<file path="src/rtl/core/length_prefix_deframer_core_macros.svh">
// Assertion macros for the length prefix deframer.
// Each macro expects signals named clk and rst in the module that uses it.
`ifndef LENGTH_PREFIX_DEFRAMER_CORE_MACROS_SVH
`define LENGTH_PREFIX_DEFRAMER_CORE_MACROS_SVH

`ifndef SYNTH
`define LPD_ASSERT_IMP(label, ante, cons) \
  label: assert property (@(posedge clk) disable iff (rst) (ante) |-> (cons)) \
    else $error("length_prefix_deframer_core: same-cycle check failed");
`define LPD_ASSERT_NXT(label, ante, cons) \
  label: assert property (@(posedge clk) disable iff (rst) (ante) |=> (cons)) \
    else $error("length_prefix_deframer_core: next-cycle check failed");
`else
`define LPD_ASSERT_IMP(label, ante, cons)
`define LPD_ASSERT_NXT(label, ante, cons)
`endif

`endif

</file>
<file path="src/rtl/core/lpd_pkg.sv">
package lpd_pkg;

  localparam int APB_ADDR_W = 3;
  localparam int APB_DATA_W = 32;
  // Register index is taken from this address bit (registers lie at 4*i).
  localparam int REG_IDX_BIT = 2;

  localparam logic REG_HEADER_LEN     = 1'b0;
  localparam logic REG_MAX_PACKET_LEN = 1'b1;

  localparam logic [4:0]  HEADER_LEN_MIN       = 5'd4;
  localparam logic [4:0]  HEADER_LEN_RESET     = 5'd4;
  localparam logic [31:0] MAX_PACKET_LEN_RESET = 32'd65536;

  localparam logic [1:0] ERR_NONE  = 2'd0;
  localparam logic [1:0] ERR_SHORT = 2'd1;
  localparam logic [1:0] ERR_LONG  = 2'd2;

  typedef struct packed {
    logic [4:0]  header_len;
    logic [31:0] max_packet_len;
  } lpd_cfg_t;

endpackage

</file>
<file path="src/rtl/core/lpd_if.sv">
interface lpd_byte_if;
  logic       valid;
  logic       ready;
  logic [7:0] data_byte;

  modport source (output valid, output data_byte, input ready);
  modport sink (input valid, input data_byte, output ready);
endinterface

interface lpd_result_if;
  logic        valid;
  logic        ready;
  logic [7:0]  out_byte;
  logic [31:0] byte_offset;
  logic        is_header;
  logic        last;
  logic [1:0]  error_code;

  modport source (output valid, output out_byte, output byte_offset, output is_header,
                  output last, output error_code, input ready);
  modport sink (input valid, input out_byte, input byte_offset, input is_header,
                input last, input error_code, output ready);
endinterface

</file>
<file path="src/rtl/core/length_prefix_deframer_core.sv">
// Channel  | Role   | Payload
// ---------+--------+-------------------------------------------------------
// stream   | sink   | data_byte
// result   | source | out_byte, byte_offset, is_header, last, error_code
// apb      | slave  | header_len at 0x0, max_packet_len at 0x4
//
// Every accepted byte yields exactly one result, in the cycle after acceptance.
// Throughput is one byte per cycle while result.ready is high; the offset counter
// update and its length compares sit between the input handshake and the result register.
// rst is synchronous: it clears the packet state, drops result.valid and
// restores header_len to 4 and max_packet_len to 65536.
// stream.ready is low only while a result is held and result.ready is low.
`include "length_prefix_deframer_core_macros.svh"

module length_prefix_deframer_core (
  input  logic                            clk,
  input  logic                            rst,
  lpd_byte_if.sink                        stream,
  lpd_result_if.source                    result,
  input  logic                            psel,
  input  logic                            penable,
  input  logic                            pwrite,
  input  logic [lpd_pkg::APB_ADDR_W-1:0]  paddr,
  input  logic [lpd_pkg::APB_DATA_W-1:0]  pwdata,
  output logic [lpd_pkg::APB_DATA_W-1:0]  prdata,
  output logic                            pready
);

  lpd_pkg::lpd_cfg_t cfg;

  lpd_regs u_regs (
    .clk     (clk),
    .rst     (rst),
    .psel    (psel),
    .penable (penable),
    .pwrite  (pwrite),
    .paddr   (paddr),
    .pwdata  (pwdata),
    .prdata  (prdata),
    .pready  (pready),
    .cfg     (cfg)
  );

  logic [31:0] received_count;
  logic [31:0] received_count_next;
  logic [31:0] packet_length;
  logic [31:0] packet_length_next;
  logic        header_done;
  logic        header_done_next;

  logic        out_valid;
  logic [7:0]  out_byte;
  logic [31:0] out_offset;
  logic        out_is_header;
  logic        out_last;
  logic [1:0]  out_error;

  logic        accept;
  logic [4:0]  hl;
  logic [31:0] hl_wide;
  logic [31:0] count_inc;
  logic [31:0] length_merged;
  logic        is_hdr_c;
  logic        last_c;
  logic [1:0]  err_c;

  assign stream.ready = !out_valid || result.ready;
  assign accept       = stream.valid && stream.ready;

  assign hl        = (cfg.header_len < lpd_pkg::HEADER_LEN_MIN) ? lpd_pkg::HEADER_LEN_MIN
                                                                 : cfg.header_len;
  assign hl_wide   = {27'd0, hl};
  assign count_inc = received_count + 32'd1;

  // The length word is built little-endian from the first four header bytes.
  always_comb begin
    length_merged = packet_length;
    if (received_count[31:2] == 30'd0) begin
      unique case (received_count[1:0])
        2'd0: length_merged[7:0]   = packet_length[7:0]   | stream.data_byte;
        2'd1: length_merged[15:8]  = packet_length[15:8]  | stream.data_byte;
        2'd2: length_merged[23:16] = packet_length[23:16] | stream.data_byte;
        2'd3: length_merged[31:24] = packet_length[31:24] | stream.data_byte;
      endcase
    end
  end

  always_comb begin
    received_count_next = count_inc;
    packet_length_next  = packet_length;
    header_done_next    = header_done;
    is_hdr_c            = 1'b0;
    last_c              = 1'b0;
    err_c               = lpd_pkg::ERR_NONE;
    if (!header_done) begin
      is_hdr_c           = 1'b1;
      packet_length_next = length_merged;
      if (count_inc >= hl_wide) begin
        priority if (length_merged < hl_wide) begin
          err_c = lpd_pkg::ERR_SHORT;
        end else if (length_merged > cfg.max_packet_len) begin
          err_c = lpd_pkg::ERR_LONG;
        end else if (count_inc >= length_merged) begin
          last_c = 1'b1;
        end else begin
          header_done_next = 1'b1;
        end
      end
    end else if (count_inc >= packet_length) begin
      last_c = 1'b1;
    end
    // An error or the end of a packet sends the block back to header search.
    if (last_c || (err_c != lpd_pkg::ERR_NONE)) begin
      received_count_next = 32'd0;
      packet_length_next  = 32'd0;
      header_done_next    = 1'b0;
    end
  end

  always_ff @(posedge clk) begin
    if (rst) begin
      received_count <= 32'd0;
      packet_length  <= 32'd0;
      header_done    <= 1'b0;
      out_valid      <= 1'b0;
    end else begin
      if (accept) begin
        received_count <= received_count_next;
        packet_length  <= packet_length_next;
        header_done    <= header_done_next;
        out_valid      <= 1'b1;
      end else if (result.ready) begin
        out_valid <= 1'b0;
      end
    end
  end

  always_ff @(posedge clk) begin
    if (accept) begin
      out_byte      <= stream.data_byte;
      out_offset    <= received_count;
      out_is_header <= is_hdr_c;
      out_last      <= last_c;
      out_error     <= err_c;
    end
  end

  assign result.valid       = out_valid;
  assign result.out_byte    = out_byte;
  assign result.byte_offset = out_offset;
  assign result.is_header   = out_is_header;
  assign result.last        = out_last;
  assign result.error_code  = out_error;

  `LPD_ASSERT_IMP(a_last_no_error, result.valid && result.last,
                  result.error_code == lpd_pkg::ERR_NONE)
  `LPD_ASSERT_IMP(a_error_in_header, result.valid && (result.error_code != lpd_pkg::ERR_NONE),
                  result.is_header)
  `LPD_ASSERT_NXT(a_restart_after_end, accept && (last_c || (err_c != lpd_pkg::ERR_NONE)),
                  (received_count == 32'd0) && !header_done && (packet_length == 32'd0))
  `LPD_ASSERT_IMP(a_header_count_small, !header_done, received_count[31:5] == 27'd0)

endmodule

</file>
<file path="src/rtl/core/lpd_regs.sv">
module lpd_regs (
  input  logic                            clk,
  input  logic                            rst,
  input  logic                            psel,
  input  logic                            penable,
  input  logic                            pwrite,
  input  logic [lpd_pkg::APB_ADDR_W-1:0]  paddr,
  input  logic [lpd_pkg::APB_DATA_W-1:0]  pwdata,
  output logic [lpd_pkg::APB_DATA_W-1:0]  prdata,
  output logic                            pready,
  output lpd_pkg::lpd_cfg_t               cfg
);

  logic [4:0]  header_len;
  logic [31:0] max_packet_len;
  logic        wr_en;
  logic        reg_idx;

  assign pready  = 1'b1;
  assign wr_en   = psel && penable && pwrite;
  assign reg_idx = paddr[lpd_pkg::REG_IDX_BIT];

  always_ff @(posedge clk) begin
    if (rst) begin
      header_len     <= lpd_pkg::HEADER_LEN_RESET;
      max_packet_len <= lpd_pkg::MAX_PACKET_LEN_RESET;
    end else if (wr_en) begin
      unique case (reg_idx)
        lpd_pkg::REG_HEADER_LEN: begin
          header_len <= pwdata[4:0];
        end
        lpd_pkg::REG_MAX_PACKET_LEN: begin
          max_packet_len <= pwdata[31:0];
        end
      endcase
    end
  end

  always_comb begin
    unique case (reg_idx)
      lpd_pkg::REG_HEADER_LEN: begin
        prdata = {27'd0, header_len};
      end
      lpd_pkg::REG_MAX_PACKET_LEN: begin
        prdata = max_packet_len;
      end
    endcase
  end

  assign cfg.header_len     = header_len;
  assign cfg.max_packet_len = max_packet_len;

endmodule
</file>
<file path="src/flat_wrapper.sv">
// flat-port wrapper written by rule: the top's interface ports become plain ports
module length_prefix_deframer_core_flat 
  (clk, rst, psel, penable, pwrite, paddr, pwdata, prdata, pready, stream_valid, stream_data_byte, stream_ready, result_valid, result_out_byte, result_byte_offset, result_is_header, result_last, result_error_code, result_ready);
  lpd_byte_if stream_i ();
  lpd_result_if result_i ();
  input  logic clk;
  input  logic rst;
  input  logic psel;
  input  logic penable;
  input  logic pwrite;
  input  logic [lpd_pkg::APB_ADDR_W-1:0] paddr;
  input  logic [lpd_pkg::APB_DATA_W-1:0] pwdata;
  output logic [lpd_pkg::APB_DATA_W-1:0] prdata;
  output logic pready;
  input wire logic [$bits(stream_i.valid)-1:0] stream_valid;
  input wire logic [$bits(stream_i.data_byte)-1:0] stream_data_byte;
  output wire logic [$bits(stream_i.ready)-1:0] stream_ready;
  output wire logic [$bits(result_i.valid)-1:0] result_valid;
  output wire logic [$bits(result_i.out_byte)-1:0] result_out_byte;
  output wire logic [$bits(result_i.byte_offset)-1:0] result_byte_offset;
  output wire logic [$bits(result_i.is_header)-1:0] result_is_header;
  output wire logic [$bits(result_i.last)-1:0] result_last;
  output wire logic [$bits(result_i.error_code)-1:0] result_error_code;
  input wire logic [$bits(result_i.ready)-1:0] result_ready;
  assign stream_i.valid = stream_valid;
  assign stream_i.data_byte = stream_data_byte;
  assign stream_ready = stream_i.ready;
  assign result_valid = result_i.valid;
  assign result_out_byte = result_i.out_byte;
  assign result_byte_offset = result_i.byte_offset;
  assign result_is_header = result_i.is_header;
  assign result_last = result_i.last;
  assign result_error_code = result_i.error_code;
  assign result_i.ready = result_ready;
  length_prefix_deframer_core u_core (.clk(clk), .rst(rst), .stream(stream_i), .result(result_i), .psel(psel), .penable(penable), .pwrite(pwrite), .paddr(paddr), .pwdata(pwdata), .prdata(prdata), .pready(pready));
endmodule
</file>
<file path="config.mk">
export PLATFORM = sky130hd
export DESIGN_NAME = length_prefix_deframer_core_flat
export DESIGN_NICKNAME = d
export VERILOG_FILES = /design/src/rtl/core/lpd_pkg.sv /design/src/rtl/core/lpd_if.sv /design/src/rtl/core/length_prefix_deframer_core.sv /design/src/rtl/core/lpd_regs.sv /design/src/flat_wrapper.sv
export VERILOG_INCLUDE_DIRS = /design/src /design/src/rtl/core
export SDC_FILE = /design/constraint.sdc
export NUM_CORES = 1
export LEC_CHECK = 0
export ABC_AREA = 0
export BUFFER_PORTS_ARGS = -buffer_cell sky130_fd_sc_hd__buf_2
export CAP_MARGIN = 10
export CORE_MARGIN = 2
export CORE_UTILIZATION = 26
export CTS_CLUSTER_SIZE = 10
export DETAILED_ROUTE_END_ITERATION = 12
export SLEW_MARGIN = 20
export SYNTH_ARGS = -nofsm -noshare
export SYNTH_HDL_FRONTEND = slang
export SYNTH_SLANG_ARGS = --single-unit
</file>
<file path="constraint.sdc">
create_clock -name clk -period 4.1 [get_ports clk]
set_input_delay 0.615 -clock clk [delete_from_list [all_inputs] [get_ports clk]]
set_output_delay 0.615 -clock clk [all_outputs]
set_load 0.02 [all_outputs]
</file>
# Word level (Yosys, flattened, before mapping)
# Cells that the tools add are included.
# totals
reg_bits	147
in_bits	50
output_inout_bits	79
word_cells	69
# op_classes
add_sub_neg	1
order_cmp	6
n_eq_ne	4
mux	29
bitwise_logic	5
n_reduce_logical	13
# op_table
op	n
$mux 32	4
$ge 32x32->1	2
$pmux 32 s2	1
$add 32x1->32 const B	1
$ge 32x5->1	1
$gt 32x32->1	1
$lt 32x5->1	1
$mux 8	4
$or 8x8->8	4
$logic_not 30->1	1
$mux 1	15
$mux 2	4
$reduce_and 2->1	3
$lt 5x3->1 const B	1
$mux 5	1
$eq 2x2->1 const B	2
$reduce_bool 2->1	2
$logic_and 1x1->1	3
$eq 2x1->1 const B	1
$logic_not 2->1	1
$logic_or 1x1->1	2
$ne 2x2->1 const B	1
$logic_not 1->1	1
$not 1->1	1

# Logic depth before layout (Yosys ltp)
# depth
word_depth	12
mapped_depth	22
depth_no_buf	19

# Cells and area by module
# Synthesis repeated with hierarchy kept, for this count alone.
# unflattened
cells_unflattened	1106
area_unflattened_um2	10009.6
# modules_own_cells
mod	instances	cells_each	area_per_inst_um2	seq_area_each_um2
length_prefix_deframer_core	1	912	8106.5	2642.5
lpd_regs	1	194	1903.1	740.7

# Least setup slack after synthesis
# No wires, ideal clock.
# synth_timing
path_type	register to register
startpoint	register u_core.received_count[0]
endpoint	register u_core.received_count[10]
setup_time_ns	0.060
t_arrival_ns	4.375
required_ns	4.040
setup_slack_ns	-0.335
stages_incl_launch_ff	23
n_path_buf	3
period_less_slack_ns	4.435
path_cell_list	dfxtp_1 -> ha_1 -> clkbuf_1 -> and4_1 -> nand4_1 -> or2_2 -> nand2b_1 -> nor2_1 -> nand2_1 -> xnor2_1 -> ha_1 -> nand4_1 -> nor2_1 -> a31oi_1 -> a31oi_1 -> or4_1 -> clkbuf_1 -> nand2_1 -> inv_1 -> or3_1 -> clkbuf_1 -> nor2_2 -> a22o_1
# synth_via
elab_chain_len	11
word_cells_on_any_way	28
cone_classes	add/sub: 1; order compare: 5; eq/ne: 3; mux: 16; reduce/logical: 3
# synth_rtl
item	line_no	text
from (decl)	length_prefix_deframer_core.sv:44	logic [31:0] received_count;
from (signal assigned)	length_prefix_deframer_core.sv:128	received_count <= received_count_next;
parallel branches: the longest is 10 deep, another holds $add 32x1->32	--	
$mux 32 *	length_prefix_deframer_core.sv:113	if (last_c || (err_c != lpd_pkg::ERR_NONE)) begin
# Mark *: on every way between the ends.
# A chain may end at the register's enable or synchronous reset.

# Final worst setup path
# layout_timing
startpoint	register u_core.received_count[31]
endpoint	register u_core.received_count[14]
# layout_via
elab_chain_len	10
word_cells_on_any_way	21
cone_classes	add/sub: 1; order compare: 5; mux: 12; reduce/logical: 3
# layout_rtl
item	line_no
parallel branches: the longest is 8 deep, another holds $add 32x1->32	--
$logic_or 1x1->1 *	length_prefix_deframer_core.sv:113
$mux 32 *	length_prefix_deframer_core.sv:113
# Marked as above.

==> metrics.md <==
| Metric | Value |
|---|---|
| Status | complete, but fails checks |
| Failing checks | negative setup slack |
| Crit path max fanout | 7 |
| Cts bufs inserted | 17 |
| Switching Share | 32.9% |
| Sequential area share after synthesis | 34.4% |
| Pwr per Cell Area | 326 nW/µm² |
| First-pass GRT wire length | 51900 µm |
| FF-to-FF End | u_core.received_count[14]$_SDFFE_PP0P_ |
| Drt wl/cell | 17.1 µm |
| Asr flop ratio synth | 0% |
| Gr ovfl total | 0 |
| Setup TNS | -2.12 ns |
| RSZ-0062 raised after global routing | yes |
| Worst setup EP type | register |
| Tcrit/Tclk final | 102% |
| Die Width | 198 µm |
| Slew @ Worst Pin | 1.05 ns |
| Core footprint | 37400 µm² |
| Fmax | 0.239 GHz |
| Largest net degree at the start of global routing | 72 |
| Critical path origin | u_core.received_count[31]$_SDFFE_PP0P_ |
| Max-Cap Viols | 0 |
| Ranking of synthesized cells by area | dfxtp_1 (21%), edfxtp_1 (13%), ha_1 (13%), nand2_1 (5.9%), nor3_2 (5.1%) |
| Die Ht | 198 µm |
| Fin area | 14300 µm² |
| Pre-antenna DRT Iters | 5 |
| Setup violators final | 51 |
| Startpoint Class | register |
| Layout area overhead | 45.7% |
| Sequence of cells on the critical path | nor4_4 > nand4_1 > buf_6 > buf_8 > nor4_4 > buf_6 > nand2_1 > nand2_2 > buf_4 > inv_1 > ha_1 > and4_1 > nand4_1 > inv_2 > a311o_1 > a211oi_2 > o21a_2 > a21oi_4 > o21a_4 > buf_12 > buf_4 > nor3_2 |
| Critical-path top delay cell | a311o_1 |
| Worst hold path type | in2reg |
| Vias | 9645 |
| Ys flop type | dfxtp_1 |
| Hold Path Depth | 2 |
| Worst skew pair latency | 0.44 ns |
| Final Hold Viols | 0 |
| Yosys warning count | 0 |
| Synth area leader | dfxtp_1 |
| Yosys cell types | 67 |
| Final worst path period need | 4.18 ns |
| Arrival @ worst endpoint | 4.53 ns |
| Clk_skew | 0.0149 ns |
| WP depth | 22 |
| Hpwl dp | 26000 µm |
| Flop pwr share | 34.2% |
| Worst R2R Start | u_core.received_count[31]$_SDFFE_PP0P_ |
| Post-DR vias/cell | 4.79 |
| Initial Utilization | 26.3% |
| Final net count | 1644 |
| Die area | 39400 µm² |
| Vias in the first global route | 9375 |
| Min setup slack post-route | -0.0783 ns |
| ANT nets after route | 0 |
| GP Congestion | 0.946 |
| All-Layer GR Usage | 17.3% |
| Leakage | 6.24 nW |
| Clock root buffer | clkbuf_16 |
| Initial detailed-routing violation count | 586 |
| CTS sink count | 147 |
| EDFF count, synth | 44 |
| Post-Synthesis Cells | 1168 |
| Slew HR | 29.9% |
| Drt total wl | 34500 µm |
| Synth top area share | 21.0% |
| Most numerous cell in the Yosys netlist | nand2_1 |
| Crit path kind | reg2reg |
| Reg2Reg Setup Slack | -0.08 ns |
| Delay-heaviest family, CP | simple AND/OR/NAND/NOR gates |
| Avg Cell Area, Syn | 8.41 µm² |
| Worst Setup EP | u_core.received_count[14]$_SDFFE_PP0P_ |
| Mapped Area | 9830 µm² |
| Initial antenna violation count | 1 |
| IO Port Bufs | 125 |
| Cell Area, Placed | 12400 µm² |
| FP Rows | 71 |
| H-tree Lvls | 4 |
| I/O pin total | 129 |
| Top cells by count, synth | nand2_1 (155), inv_1 (111), nor2_1 (106) |
| R2R depth | 22 |
| WP buf/inv | 8 |
| Clk slew on worst S/H paths | 0.06 ns |
| Diode count | 0 |
| FF+latch count, synth | 147 |
| Sw Pwr | 1.53 mW |
| Clock Tree Buf Depth | 2 |
| Int Pwr | 3.13 mW |
| Drt drc | 0 |
| CTS tree | yes |
| Mapped Nets | 1321 |
| Combinational Power Share | 31.9% |
| CP max stage delay | 0.38 ns |
| Clock Power Share | 34.0% |
| Final Max Tran Viols | 0 |
| Share of cells above drive strength 1 | 40.4% |
| Peak supply drop | 0.306 mV |
| Data required, critical path | 4.45 ns |
## routing by layer
metal | vias up | wire [µm] | part of all wire [%] | global-route usage (%)
met5 | - | 13 | 0.038 | 0
li1 | 4709 | - | - | -
met3 | 57 | 1960 | 5.7 | 3.05
met2 | 336 | 15900 | 46 | 28.4
met4 | 2 | 909 | 2.6 | 5.68
met1 | 4541 | 15700 | 45 | 23.0
## through the flow
| stage | util [%] | instances | total power [mW] | hold WS (ns) | setup WS, ns |
|---|---|---|---|---|---|
| 4_1_cts | 36.8 | 1999 | 4.59 | 0.365 | -0.0154 |
| 3_3_place_gp | 33.1 | 1947 | 2.78 | 0.454 | -0.384 |
| 6_report | 38.3 | 2015 | 4.66 | 0.379 | -0.0783 |
| 2_1_floorplan | - | 1168 | 2.32 | 0.403 | 0.00464 |
| 5_1_grt | 38.3 | 2015 | 4.87 | 0.370 | -0.220 |
| 3_5_place_dp | 33.1 | 1947 | 2.80 | 0.461 | -0.417 |
## kinds of logic after synthesis
kind of cell	count (synthesis)	synth area share [%]
mux	11	1.17
simple gates	508	27.7
other cells	1	0.0382
flops	147	34.4
xor+xnor	50	4.46
compound gates	180	12.0
fa+ha+maj	103	13.1
buf+inv	168	7.08
## state kept, by name, summed over array words and instances, names as in the netlist
name                          flops
u_core.result.last                1
u_core.result.valid               1
u_core.packet_length             32
u_core.u_regs.header_len          5
u_core.received_count            32
u_core.result.out_byte            8
u_core.result.error_code          2
u_core.result.byte_offset        32
u_core.u_regs.max_packet_len     32
u_core.header_done                1
u_core.result.is_header           1
## cell type report
| type | instances | area [µm²] |
|---|---|---|
| flip-flops and latches | 147 | 3410 |
| multi-input cells | 853 | 6660 |
| clock inverters | 14 | 153 |
| clock buffers | 18 | 429 |
| well taps | 511 | 639 |
| inverters | 113 | 424 |
| fillers | 3768 | 23100 |
| repair buffers | 359 | 2600 |
## timing repair
action / CTS / global route
gates cloned: 3 / 2
setup endpoints to repair: 66 / 65
setup buffers: 20 / 16
resized for setup: 138 / 85
pin swaps: 36 / 49
hold buffers: 0 / 0
## worst min path at each step
stage / from / to
after detailed placement: u_core.u_regs.max_packet_len[30]$_SDFFE_PP0P_ / u_core.u_regs.max_packet_len[30]$_SDFFE_PP0P_
after floorplan: u_core.received_count[14]$_SDFFE_PP0P_ / u_core.result.byte_offset[14]$_DFFE_PP_
final: pwdata[16] / u_core.u_regs.max_packet_len[16]$_SDFFE_PP1P_
after CTS: pwdata[16] / u_core.u_regs.max_packet_len[16]$_SDFFE_PP1P_
after global routing: pwdata[16] / u_core.u_regs.max_packet_len[16]$_SDFFE_PP1P_
after global placement: u_core.u_regs.max_packet_len[8]$_SDFFE_PP0P_ / u_core.u_regs.max_packet_len[8]$_SDFFE_PP0P_
## power groups by stage
stage | clock network, mW | registers, mW | logic (mW)
after global placement | 0 | 1.62 | 1.16
after global routing | 1.67 | 1.60 | 1.61
after detailed placement | 0 | 1.62 | 1.18
after CTS | 1.61 | 1.59 | 1.39
final | 1.58 | 1.59 | 1.49
after floorplan | 0 | 1.65 | 0.668
## cells in the final DEF, fill, tap and decap left out, drive strengths merged, types with 29 or more instances in the layout
cell type / n
buf: 358
nand2: 155
inv: 116
nor2: 107
dfxtp: 103
ha: 103
nor3: 78
a21oi: 62
edfxtp: 44
and2: 36
o21ai: 34
xnor2: 30
nand4: 29
(Power assumes the default switching activity.)
